<file path="src/hdl/tns_pkg.sv">
package tns_pkg;

    // Store and field sizes
    localparam int MAX_KEEP     = 16;
    localparam int KEY_BITS     = 32;
    localparam int PAYLOAD_BITS = 32;
    localparam int LIMIT_BITS   = 5;
    localparam int LIMIT_RESET  = 16;

    // Count of held rows, 0 .. MAX_KEEP
    localparam int CNT_BITS = $clog2(MAX_KEEP + 1);
    // Common width for comparing the limit register against the store size
    localparam int CMP_BITS = (CNT_BITS > LIMIT_BITS) ? CNT_BITS : LIMIT_BITS;

    // Item kinds
    localparam logic KIND_ROW = 1'b0;
    localparam logic KIND_EOG = 1'b1;

    typedef enum logic {
        ST_IDLE,
        ST_DRAIN
    } t_state;

    // Per-slot control from the top level
    typedef struct packed {
        logic ins;       // sorted insert of the broadcast row
        logic shift;     // move every entry one slot toward slot 0
        logic occupied;  // slot holds a live row
        logic in_range;  // slot index below the effective limit
    } t_slot_ctl;

endpackage

</file>
<file path="src/hdl/tns_in_if.sv">
interface tns_in_if ();
    logic                              valid;
    logic                              ready;
    logic                              kind;
    logic [tns_pkg::KEY_BITS-1:0]      row_key;
    logic [tns_pkg::PAYLOAD_BITS-1:0]  row_payload;

    modport source (output valid, output kind, output row_key, output row_payload,
                    input ready);
    modport sink   (input valid, input kind, input row_key, input row_payload,
                    output ready);
endinterface

</file>
<file path="src/hdl/tns_out_if.sv">
interface tns_out_if ();
    logic                              valid;
    logic                              ready;
    logic [tns_pkg::KEY_BITS-1:0]      out_key;
    logic [tns_pkg::PAYLOAD_BITS-1:0]  out_payload;
    logic                              last_of_group;

    modport source (output valid, output out_key, output out_payload,
                    output last_of_group, input ready);
    modport sink   (input valid, input out_key, input out_payload,
                    input last_of_group, output ready);
endinterface

</file>
<file path="src/hdl/top_n_selector_core.sv">
// channel  | dir | handshake      | word
// ---------+-----+----------------+---------------------------------------------
// i_row    | in  | valid / ready  | kind, row_key, row_payload
// o_sel    | out | valid / ready  | out_key, out_payload, last_of_group
// i_cfg_*  | in  | write enable   | keep_limit (5 bits)
//
// A data row is compared against all slots of the chain at once and the insert
// shifts the tail up by one slot in the same edge.
// An end-of-group word starts a drain, one held row per step, while the chain
// shifts toward slot 0 and feeds the output register; i_row.ready stays low then.
// Output stalls hold the drain; the last row may wait in the output register while
// new rows are taken.
// Reset (synchronous) empties the store and sets the limit to 16; slot data is not cleared.
module top_n_selector_core (
    input  logic                                i_clk,
    input  logic                                i_rst_n,
    tns_in_if.sink                              i_row,
    tns_out_if.source                           o_sel,
    input  logic                                i_cfg_we,
    input  logic [tns_pkg::LIMIT_BITS-1:0]      i_cfg_wdata
);

    localparam int N   = tns_pkg::MAX_KEEP;
    localparam int CW  = tns_pkg::CNT_BITS;
    localparam int CPW = tns_pkg::CMP_BITS;

    tns_pkg::t_state                   r_state;
    tns_pkg::t_state                   n_state;
    logic [tns_pkg::LIMIT_BITS-1:0]    r_keep_limit;
    logic [CW-1:0]                     r_count;
    logic [CW-1:0]                     n_count;

    logic                              r_out_valid;
    logic [tns_pkg::KEY_BITS-1:0]      r_out_key;
    logic [tns_pkg::PAYLOAD_BITS-1:0]  r_out_pay;
    logic                              r_out_last;

    logic [CW-1:0]                     lim;
    logic [CW-1:0]                     eff_count;
    logic                              in_fire;
    logic                              ins;
    logic                              out_free;
    logic                              drain_step;
    logic                              insert_any;

    tns_pkg::t_slot_ctl                slot_ctl [N];
    logic [N-1:0]                      slot_le;
    logic [N-1:0]                      slot_take;
    logic [tns_pkg::KEY_BITS-1:0]      slot_key [N];
    logic [tns_pkg::PAYLOAD_BITS-1:0]  slot_pay [N];

    // Effective limit saturates at the store size; count is cut down to it
    always_comb begin
        if (CPW'(r_keep_limit) > CPW'(N)) begin
            lim = CW'(N);
        end else begin
            lim = CW'(r_keep_limit);
        end
        eff_count = (r_count > lim) ? lim : r_count;
    end

    assign i_row.ready = (r_state == tns_pkg::ST_IDLE);
    assign in_fire     = i_row.valid && i_row.ready;
    assign ins         = in_fire && (i_row.kind == tns_pkg::KIND_ROW);
    assign out_free    = !r_out_valid || o_sel.ready;
    assign drain_step  = (r_state == tns_pkg::ST_DRAIN) && out_free;

    // Row of slots: each talks to its lower and upper neighbor and sees the broadcast row
    for (genvar g = 0; g < N; g++) begin : g_slot
        assign slot_ctl[g].ins      = ins;
        assign slot_ctl[g].shift    = drain_step;
        assign slot_ctl[g].occupied = CW'(g) < eff_count;
        assign slot_ctl[g].in_range = CW'(g) < lim;
        assign slot_take[g]         = slot_ctl[g].in_range && !slot_le[g];

        if (g == 0) begin : g_head
            tns_slot u_slot (
                .i_clk      (i_clk),
                .i_ctl      (slot_ctl[g]),
                .i_new_key  (i_row.row_key),
                .i_new_pay  (i_row.row_payload),
                .i_prev_le  (1'b1),
                .i_prev_key (i_row.row_key),
                .i_prev_pay (i_row.row_payload),
                .i_next_key (slot_key[(g + 1) % N]),
                .i_next_pay (slot_pay[(g + 1) % N]),
                .o_le       (slot_le[g]),
                .o_key      (slot_key[g]),
                .o_pay      (slot_pay[g])
            );
        end else begin : g_body
            tns_slot u_slot (
                .i_clk      (i_clk),
                .i_ctl      (slot_ctl[g]),
                .i_new_key  (i_row.row_key),
                .i_new_pay  (i_row.row_payload),
                .i_prev_le  (slot_le[g - 1]),
                .i_prev_key (slot_key[g - 1]),
                .i_prev_pay (slot_pay[g - 1]),
                .i_next_key (slot_key[(g + 1 < N) ? g + 1 : g]),
                .i_next_pay (slot_pay[(g + 1 < N) ? g + 1 : g]),
                .o_le       (slot_le[g]),
                .o_key      (slot_key[g]),
                .o_pay      (slot_pay[g])
            );
        end
    end

    // Row lands somewhere below the limit, else it is dropped
    assign insert_any = |slot_take;

    // Next state and count
    always_comb begin
        n_state = r_state;
        n_count = r_count;
        unique case (r_state)
            tns_pkg::ST_IDLE: begin
                if (in_fire && (i_row.kind == tns_pkg::KIND_EOG)) begin
                    n_count = eff_count;
                    if (eff_count != '0) begin
                        n_state = tns_pkg::ST_DRAIN;
                    end
                end else if (ins) begin
                    n_count = eff_count;
                    if (insert_any && (eff_count < lim)) begin
                        n_count = eff_count + CW'(1);
                    end
                end
            end
            tns_pkg::ST_DRAIN: begin
                if (drain_step) begin
                    n_count = r_count - CW'(1);
                    if (r_count == CW'(1)) begin
                        n_state = tns_pkg::ST_IDLE;
                    end
                end
            end
            default: begin
                n_state = tns_pkg::ST_IDLE;
            end
        endcase
    end

    always_ff @(posedge i_clk) begin
        if (!i_rst_n) begin
            r_state <= tns_pkg::ST_IDLE;
        end else begin
            r_state <= n_state;
        end
    end

    // Hold count and limit
    always_ff @(posedge i_clk) begin
        if (!i_rst_n) begin
            r_count      <= '0;
            r_keep_limit <= tns_pkg::LIMIT_BITS'(tns_pkg::LIMIT_RESET);
        end else begin
            r_count <= n_count;
            if (i_cfg_we) begin
                r_keep_limit <= i_cfg_wdata;
            end
        end
    end

    // Output register: load from slot 0 on each drain step, drop when taken
    always_ff @(posedge i_clk) begin
        if (!i_rst_n) begin
            r_out_valid <= 1'b0;
        end else if (drain_step) begin
            r_out_valid <= 1'b1;
        end else if (o_sel.ready) begin
            r_out_valid <= 1'b0;
        end
    end

    always_ff @(posedge i_clk) begin
        if (drain_step) begin
            r_out_key  <= slot_key[0];
            r_out_pay  <= slot_pay[0];
            r_out_last <= (r_count == CW'(1));
        end
    end

    assign o_sel.valid         = r_out_valid;
    assign o_sel.out_key       = r_out_key;
    assign o_sel.out_payload   = r_out_pay;
    assign o_sel.last_of_group = r_out_last;

endmodule

</file>
<file path="src/hdl/tns_slot.sv">
module tns_slot (
    input  logic                             i_clk,
    input  tns_pkg::t_slot_ctl               i_ctl,
    input  logic [tns_pkg::KEY_BITS-1:0]     i_new_key,
    input  logic [tns_pkg::PAYLOAD_BITS-1:0] i_new_pay,
    input  logic                             i_prev_le,
    input  logic [tns_pkg::KEY_BITS-1:0]     i_prev_key,
    input  logic [tns_pkg::PAYLOAD_BITS-1:0] i_prev_pay,
    input  logic [tns_pkg::KEY_BITS-1:0]     i_next_key,
    input  logic [tns_pkg::PAYLOAD_BITS-1:0] i_next_pay,
    output logic                             o_le,
    output logic [tns_pkg::KEY_BITS-1:0]     o_key,
    output logic [tns_pkg::PAYLOAD_BITS-1:0] o_pay
);

    logic [tns_pkg::KEY_BITS-1:0]     r_key;
    logic [tns_pkg::PAYLOAD_BITS-1:0] r_pay;
    logic [tns_pkg::KEY_BITS-1:0]     n_key;
    logic [tns_pkg::PAYLOAD_BITS-1:0] n_pay;
    logic                             le;

    // Live entry that ranks at or before the new row: it stays put
    assign le = i_ctl.occupied && (r_key <= i_new_key);

    // Pick next contents: drain shift, or insert (new row at the boundary, else push up)
    always_comb begin
        n_key = r_key;
        n_pay = r_pay;
        if (i_ctl.shift) begin
            n_key = i_next_key;
            n_pay = i_next_pay;
        end else if (i_ctl.ins && i_ctl.in_range && !le) begin
            if (i_prev_le) begin
                n_key = i_new_key;
                n_pay = i_new_pay;
            end else begin
                n_key = i_prev_key;
                n_pay = i_prev_pay;
            end
        end
    end

    always_ff @(posedge i_clk) begin
        r_key <= n_key;
        r_pay <= n_pay;
    end

    assign o_le  = le;
    assign o_key = r_key;
    assign o_pay = r_pay;

endmodule

</file>
<file path="src/flat_wrapper.sv">
// flat-port wrapper written by rule: the top's interface ports become plain ports
module top_n_selector_core_flat 
  (i_clk, i_rst_n, i_cfg_we, i_cfg_wdata, i_row_valid, i_row_kind, i_row_row_key, i_row_row_payload, i_row_ready, o_sel_valid, o_sel_out_key, o_sel_out_payload, o_sel_last_of_group, o_sel_ready);
  tns_in_if i_row_i ();
  tns_out_if o_sel_i ();
  input  logic i_clk;
  input  logic i_rst_n;
  input  logic i_cfg_we;
  input  logic [tns_pkg::LIMIT_BITS-1:0] i_cfg_wdata;
  input wire logic [$bits(i_row_i.valid)-1:0] i_row_valid;
  input wire logic [$bits(i_row_i.kind)-1:0] i_row_kind;
  input wire logic [$bits(i_row_i.row_key)-1:0] i_row_row_key;
  input wire logic [$bits(i_row_i.row_payload)-1:0] i_row_row_payload;
  output wire logic [$bits(i_row_i.ready)-1:0] i_row_ready;
  output wire logic [$bits(o_sel_i.valid)-1:0] o_sel_valid;
  output wire logic [$bits(o_sel_i.out_key)-1:0] o_sel_out_key;
  output wire logic [$bits(o_sel_i.out_payload)-1:0] o_sel_out_payload;
  output wire logic [$bits(o_sel_i.last_of_group)-1:0] o_sel_last_of_group;
  input wire logic [$bits(o_sel_i.ready)-1:0] o_sel_ready;
  assign i_row_i.valid = i_row_valid;
  assign i_row_i.kind = i_row_kind;
  assign i_row_i.row_key = i_row_row_key;
  assign i_row_i.row_payload = i_row_row_payload;
  assign i_row_ready = i_row_i.ready;
  assign o_sel_valid = o_sel_i.valid;
  assign o_sel_out_key = o_sel_i.out_key;
  assign o_sel_out_payload = o_sel_i.out_payload;
  assign o_sel_last_of_group = o_sel_i.last_of_group;
  assign o_sel_i.ready = o_sel_ready;
  top_n_selector_core u_core (.i_clk(i_clk), .i_rst_n(i_rst_n), .i_row(i_row_i), .o_sel(o_sel_i), .i_cfg_we(i_cfg_we), .i_cfg_wdata(i_cfg_wdata));
endmodule
</file>
<file path="config.mk">
export PLATFORM = sky130hd
export DESIGN_NAME = top_n_selector_core_flat
export DESIGN_NICKNAME = d
export VERILOG_FILES = /design/src/hdl/tns_pkg.sv /design/src/hdl/tns_in_if.sv /design/src/hdl/tns_out_if.sv /design/src/hdl/top_n_selector_core.sv /design/src/hdl/tns_slot.sv /design/src/flat_wrapper.sv
export SDC_FILE = /design/constraint.sdc
export NUM_CORES = 2
export LEC_CHECK = 0
export ABC_CLOCK_PERIOD_IN_PS = 27100
export BUFFER_PORTS_ARGS = -buffer_cell sky130_fd_sc_hd__buf_4
export CORE_AREA = 2 2 342 344
export DETAILED_ROUTE_END_ITERATION = 12
export DIE_AREA = 0 0 344 346
export GPL_ROUTABILITY_DRIVEN = 0
export GPL_TIMING_DRIVEN = 0
export PLACE_DENSITY_LB_ADDON = 0.25
export SYNTH_ARGS = -nofsm -noshare
export SYNTH_HDL_FRONTEND = slang
export SYNTH_SLANG_ARGS = --single-unit
</file>
<file path="constraint.sdc">
create_clock -name i_clk -period 27.1 [get_ports i_clk]
set_input_delay 6.775 -clock i_clk [delete_from_list [all_inputs] [get_ports i_clk]]
set_output_delay 6.775 -clock i_clk [all_outputs]
set_load 0.01 [all_outputs]
</file>
Word-level counts from Yosys, hierarchy flattened

Cells that the tools add are included.

Word-level logic and storage cells: 309
Input bits: 75
Bits in registers: 1,101

$add $sub $neg: 2
Reduce and logical (&&, ||, !) cells: 107
Magnitude comparators: 51
Multiplexer cells: 104
Bitwise logic cells: 3
Equal/unequal tests: 3

Operators by type and width:

| cell                                                                  | count |
|---|---|
| 32-bit 2-to-1 mux                                                     | 90 |
| 32-bit <= comparator                                                  | 16 |
| 4-bit by 5-bit < comparator with 1-bit output, first input constant   | 16 |
| 1-bit logical AND                                                     | 69 |
| 3-bit by 5-bit < comparator with 1-bit output, first input constant   | 8 |
| 2-bit nonzero test                                                    | 16 |
| 5-bit 2-to-1 mux                                                      | 6 |
| 1-bit by 5-bit < comparator with 1-bit output, first input constant   | 4 |
| 2-bit by 5-bit < comparator with 1-bit output, first input constant   | 4 |
| 1-bit logical NOT                                                     | 17 |
| 16-bit OR reduction                                                   | 1 |
| 5-bit one-hot mux with 2 select lines                                 | 1 |
| 1-bit 2-to-1 mux                                                      | 6 |
| 5-bit by 1-bit adder with 5-bit output, second input constant         | 1 |
| 5-bit by 1-bit equality test with 1-bit output, second input constant | 1 |
| 5-bit > comparator                                                    | 1 |
| 5-bit > comparator, second input constant                             | 1 |
| 5-bit < comparator                                                    | 1 |
| 5-bit nonzero test                                                    | 1 |
| 5-bit by 1-bit subtractor with 5-bit output, second input constant    | 1 |
| 2-bit AND reduction                                                   | 2 |
| 3-bit != test, second input constant                                  | 1 |
| 1-bit inverter                                                        | 3 |
| 2-bit != test, second input constant                                  | 1 |
| 2 further kinds                                                       | 2 |

Depth between registers and ports, before layout

Word-level depth: 14
Gate-level depth with buffers: 20
Mapped depth without buffers: 18

Cells and area by module

A second synthesis with hierarchy kept.

Cell total of the unflattened synthesis: 6,612
Area, all modules: 68,959.9 µm²

Modules (own cells, without submodules):

| module              | area each (µm²) | sequential area each (µm²) | times used | cells each |
|---|---|---|---|---|
| tns_slot            | 4,097.7         | 1,921.8                    | 16         | 396 |
| top_n_selector_core | 3,397.0         | 2,192.1                    | 1          | 276 |

Worst setup path after synthesis

No wires, ideal clock.

Kind: input to register
Start point: input i_row_row_key[14]
End point: register u_core.g_slot[7].g_body.u_slot.r_key, in the netlist u_core.g_slot[7].g_body.u_slot.o_key[0] (enable)
Cell stages on the path: 13
Data arrival time: 14,072 ps
Required time: 26,526 ps
Path slack: 12,454 ps
Setup time: 574 ps
Path through: inv_1 > clkbuf_1 > ha_1 > nand4_1 > nor3_1 > a21boi_1 > or4b_1 > a2111oi_0 > o22ai_1 > clkbuf_1 > clkbuf_1 > nand2_1 > o21ai_0

Cells in the longest elaborated chain, start to end: 5

Ends and longest elaborated chain:

| element                      | RTL line           | text |
|---|---|---|
| from (decl)                  | flat_wrapper.sv:12 | `input wire logic [$bits(i_row_i.row_key)-1:0] i_row_row_key;` |
| 32-bit <= comparator         | tns_slot.sv:23     | `assign le = i_ctl.occupied && (r_key <= i_new_key);` |
| 1-bit logical AND            | tns_slot.sv:23     |  |
| 1-bit logical NOT            | tns_slot.sv:32     | `end else if (i_ctl.ins && i_ctl.in_range && !le) begin` |
| 1-bit logical AND            | tns_slot.sv:32     |  |
| 2-bit nonzero test (no line) | n/a                |  |
| to (signal assigned)         | tns_slot.sv:44     | `r_key <= n_key;` |
| to (decl)                    | tns_slot.sv:16     | `logic [tns_pkg::KEY_BITS-1:0] r_key;` |

Every way passes these cells.
A chain may end at the register's enable or synchronous reset.

Worst setup path after layout

Start point: input i_row_row_key[14]
End point: register u_core.g_slot[7].g_body.u_slot.r_pay, in the netlist u_core.g_slot[7].g_body.u_slot.o_pay[12] (enable)

Cells in the longest elaborated chain, start to end: 5

Ends and longest elaborated chain:

| element                      | RTL line       | text |
|---|---|---|
| 32-bit <= comparator         | tns_slot.sv:23 |  |
| 1-bit logical AND            | tns_slot.sv:23 |  |
| 1-bit logical NOT            | tns_slot.sv:32 |  |
| 1-bit logical AND            | tns_slot.sv:32 |  |
| 2-bit nonzero test (no line) | n/a            |  |
| to (signal assigned)         | tns_slot.sv:45 | `r_pay <= n_pay;` |
| to (decl)                    | tns_slot.sv:17 | `logic [tns_pkg::PAYLOAD_BITS-1:0] r_pay;` |

Every way passes these cells.

==> results_dict.tcl <==
set metrics [dict create \
    outcome "complete, but fails checks" \
    violations "max-capacitance violations, max-slew violations" \
    peakVddDrop_uv 111 \
    report.final.hold_viol_count 0 \
    fmax_ghz 0.0765 \
    rsz0062_at_grt "false" \
    hpwl_mm 169 \
    cts.sinks 1101 \
    grt_usage_pct 36.7 \
    synthAdderAreaFrac_pct 10.1 \
    syn2layout_area_growth_pct 12.0 \
    worstMarginPinSlew_ps 1610 \
    detail-route-antenna-nets 0 \
    post-route-period-util_pct 48.2 \
    drc 0 \
    grt_util_met2_pct 57.6 \
    fillers 9291 \
    grt_pass1_wl_mm 331 \
    cts_hold_buf 0 \
    synthFlopType "edfxtp_1" \
    synth.area.mux_share_pct 9.19 \
    netlist_area_um2 65300 \
    io_pins 142 \
    port_buffers 140 \
    die_area_um2 119000 \
    hold_class "reg -> reg" \
    finish.utilization_pct 63.3 \
    synth-xor-area-share_pct 0 \
    synth-seq-cells 1101 \
    wl_per_cell_um 26.9 \
    relSlewSlack_pct -7.31 \
    drv_slew 18 \
    cp-start-kind "primary input" \
    wl_mm 226 \
    cts_tree "done" \
    critPathMaxFanout 26 \
    p_per_area_nw_per_um2 146 \
    drive_above_1_share_pct 7.25 \
    drt_pass1_iterations 8 \
    clk_path_buf_depth 3 \
    clk_latency_ps 750 \
    yosysSeqAreaShare_pct 50.5 \
    cp-end-kind "flop" \
    row_count 125 \
    antenna_found_initial 14 \
    top_usage_layer "met2" \
    whs_ps 457 \
    num-nets-final 7357 \
    clockRootBuffer "clkbuf_16" \
    cp.required_ps 27530 \
    htreeDepth 3 \
    post_cts_buffers 0 \
    use_met1_pct 46.1 \
    syn_inst 6459 \
    cts_buffers 116 \
    use_met3_pct 9.27 \
    maxCapViolations 3 \
    dp_slack_ps 13460 \
    setup_tns_ps 0 \
    syn_area_per_cell_um2 10.1 \
    synth_simple_gate_area_share_pct 11.8 \
    via_count 55900 \
    layoutNonFillerInstCount 8386 \
    die_h_um 346 \
    ctsResizeCount 0 \
    grt_pass1_vias 55100 \
    drt_iter0_markers 7200 \
    dpl.cell_count 8162 \
    fin_crit_ps 13070 \
    core-area_um2 115000 \
    skew_ps 49.3 \
    synth-edff-count 1089 \
    grt_overflow 0 \
    synth-compound-area-share_pct 15.3 \
    p_leak_nw 28.4 \
    crit_type "in -> reg" \
    synth_warnings 0 \
    die_w_um 344 \
    routed_via_density 6.66 \
    fin_ws_ps 14030 \
    ys_types 83 \
    start_util_pct 56.6 \
    path_clk_slew_ps 60 \
    cp.arrival_ps 13500 \
    async_reset_ff_share_pct 0 \
    synth_top_family_by_area "compound AO/OA/AOI/OAI gates" \
    synth_nets 7059 \
    setup_viol 0 \
    grt_max_degree 61 \
]
[cells in the mapped netlist (8+ instances only)]
cell / number / area, um2
edfxtp_1: 1089 / 32700
nand4_1: 110 / 688
o211ai_1: 23 / 173
nor3_1: 21 / 105
mux2i_1: 561 / 5620
buf_2: 41 / 205
a31oi_1: 12 / 75.1
nand2b_1: 9 / 56.3
nor2b_1: 23 / 144
and4_1: 8 / 70.1
a21oi_1: 555 / 2780
nor2_1: 409 / 1540
o21ai_0: 1031 / 5160
a211oi_1: 23 / 173
a221oi_1: 10 / 87.6
clkbuf_1: 386 / 1450
dfxtp_1: 12 / 240
nor4_1: 20 / 125
buf_1: 13 / 48.8
a21o_1: 96 / 721
mux2_2: 33 / 372
nand2_1: 1180 / 4430
ha_1: 525 / 6570
inv_1: 78 / 293
and3_1: 8 / 50.1
o31ai_1: 10 / 75.1
nand3_1: 47 / 235
o21a_1: 15 / 113
[layout by cell type (no fill, tap or decap), types with 22 or more instances in the layout]
cell type and count:
a211oi_1 23, a21o_1 96, a21oi_1 555, buf_2 41
buf_4 141, clkbuf_1 377, clkbuf_16 117, clkbuf_2 33
clkinv_1 30, edfxtp_1 1089, ha_1 525, inv_1 78
mux2_2 33, mux2i_1 561, nand2_1 1173, nand3_1 47
nand4_1 110, nor2_1 409, nor2b_1 22, o211ai_1 23
o21ai_0 1029
[layout make-up]
cell class / count / area [um2] / area share [%]
Sequential cell: 1101 / 32900 / 45.1
Multi-Input combinational cell: 4834 / 30500 / 41.7
Clock buffer: 141 / 3020 / 4.13
Tap cell: 1524 / 1910 / 2.61
Timing Repair Buffer: 180 / 1880 / 2.58
Buffer: 443 / 1770 / 2.42
Clock inverter: 75 / 791 / 1.08
Inverter: 81 / 304 / 0.416
Antenna cell: 7 / 17.5 / 0.0240
[where the power goes]
part | switching (mW) | internal, mW | total, mW
Clock | 0.726 | 0.926 | 1.65
Combinational | 3.40 | 1.80 | 5.20
Sequential | 0.594 | 3.26 | 3.86
[final timing paths]
check | from | to | slack (ps) | depth (start not counted)
hold / removal | u_core.g_slot[0].g_head.u_slot.o_pay[24] | u_core.o_sel.out_payload[24] | 460 | 0
setup reg to reg | u_core.r_keep_limit[4] | u_core.g_slot[10].g_body.u_slot.o_pay[27] | 19940 | 16
hold reg to reg | u_core.g_slot[0].g_head.u_slot.o_pay[24] | u_core.o_sel.out_payload[24] | 460 | 0
setup / recovery | i_row_row_key[14] | u_core.g_slot[7].g_body.u_slot.o_pay[12] | 14030 | 16
[critical path: stages]
cell and delay [ps]:
buf_4 170, inv_1 130, clkbuf_2 470, ha_1 530, nand4_1 200, nor3_1 730
a21boi_1 340, or4b_1 260, a2111oi_0 160, o22ai_1 980, clkbuf_1 860, clkbuf_1 450
nand2_1 170, o21ai_4 670, buf_12 290, buf_16 220
[metal layers]
layer	vias to the layer above	wire length, um
li1	24400	-
met1	27100	82600
met5	-	62
met4	10	14800
met2	3563	102000
met3	767	26300
[through the flow]
stage / cell area (um2) / power, mW
after floorplan: 65300 / 6.96
final: 73100 / 10.7
after detailed placement: 69300 / 8.81
after global placement: 68200 / 8.57
after CTS: 73100 / 10.5
after global routing: 73100 / 11.2
[flip-flops by register name, indices dropped and copies added (netlist names)]
register                           flops
u_core.g_slot.g_body.u_slot.o_key    480
u_core.r_state                         1
u_core.g_slot.g_head.u_slot.o_pay     32
u_core.r_count                         5
u_core.g_slot.g_body.u_slot.o_pay    480
u_core.o_sel.last_of_group             1
u_core.o_sel.valid                     1
u_core.g_slot.g_head.u_slot.o_key     32
u_core.o_sel.out_payload              32
u_core.r_keep_limit                    5
u_core.o_sel.out_key                  32
[logic make-up (layout without fill, tap and decap cells)]
kind of cell / after synthesis / in the layout
mux: 595 / 595
compound gates: 1845 / 1845
simple gates: 1869 / 1869
flops: 1101 / 1101
buf+inv: 524 / 920
other cells: 0 / 7
fa+ha+maj: 525 / 525
No activity file was read; power rests on OpenSTA's default activity.
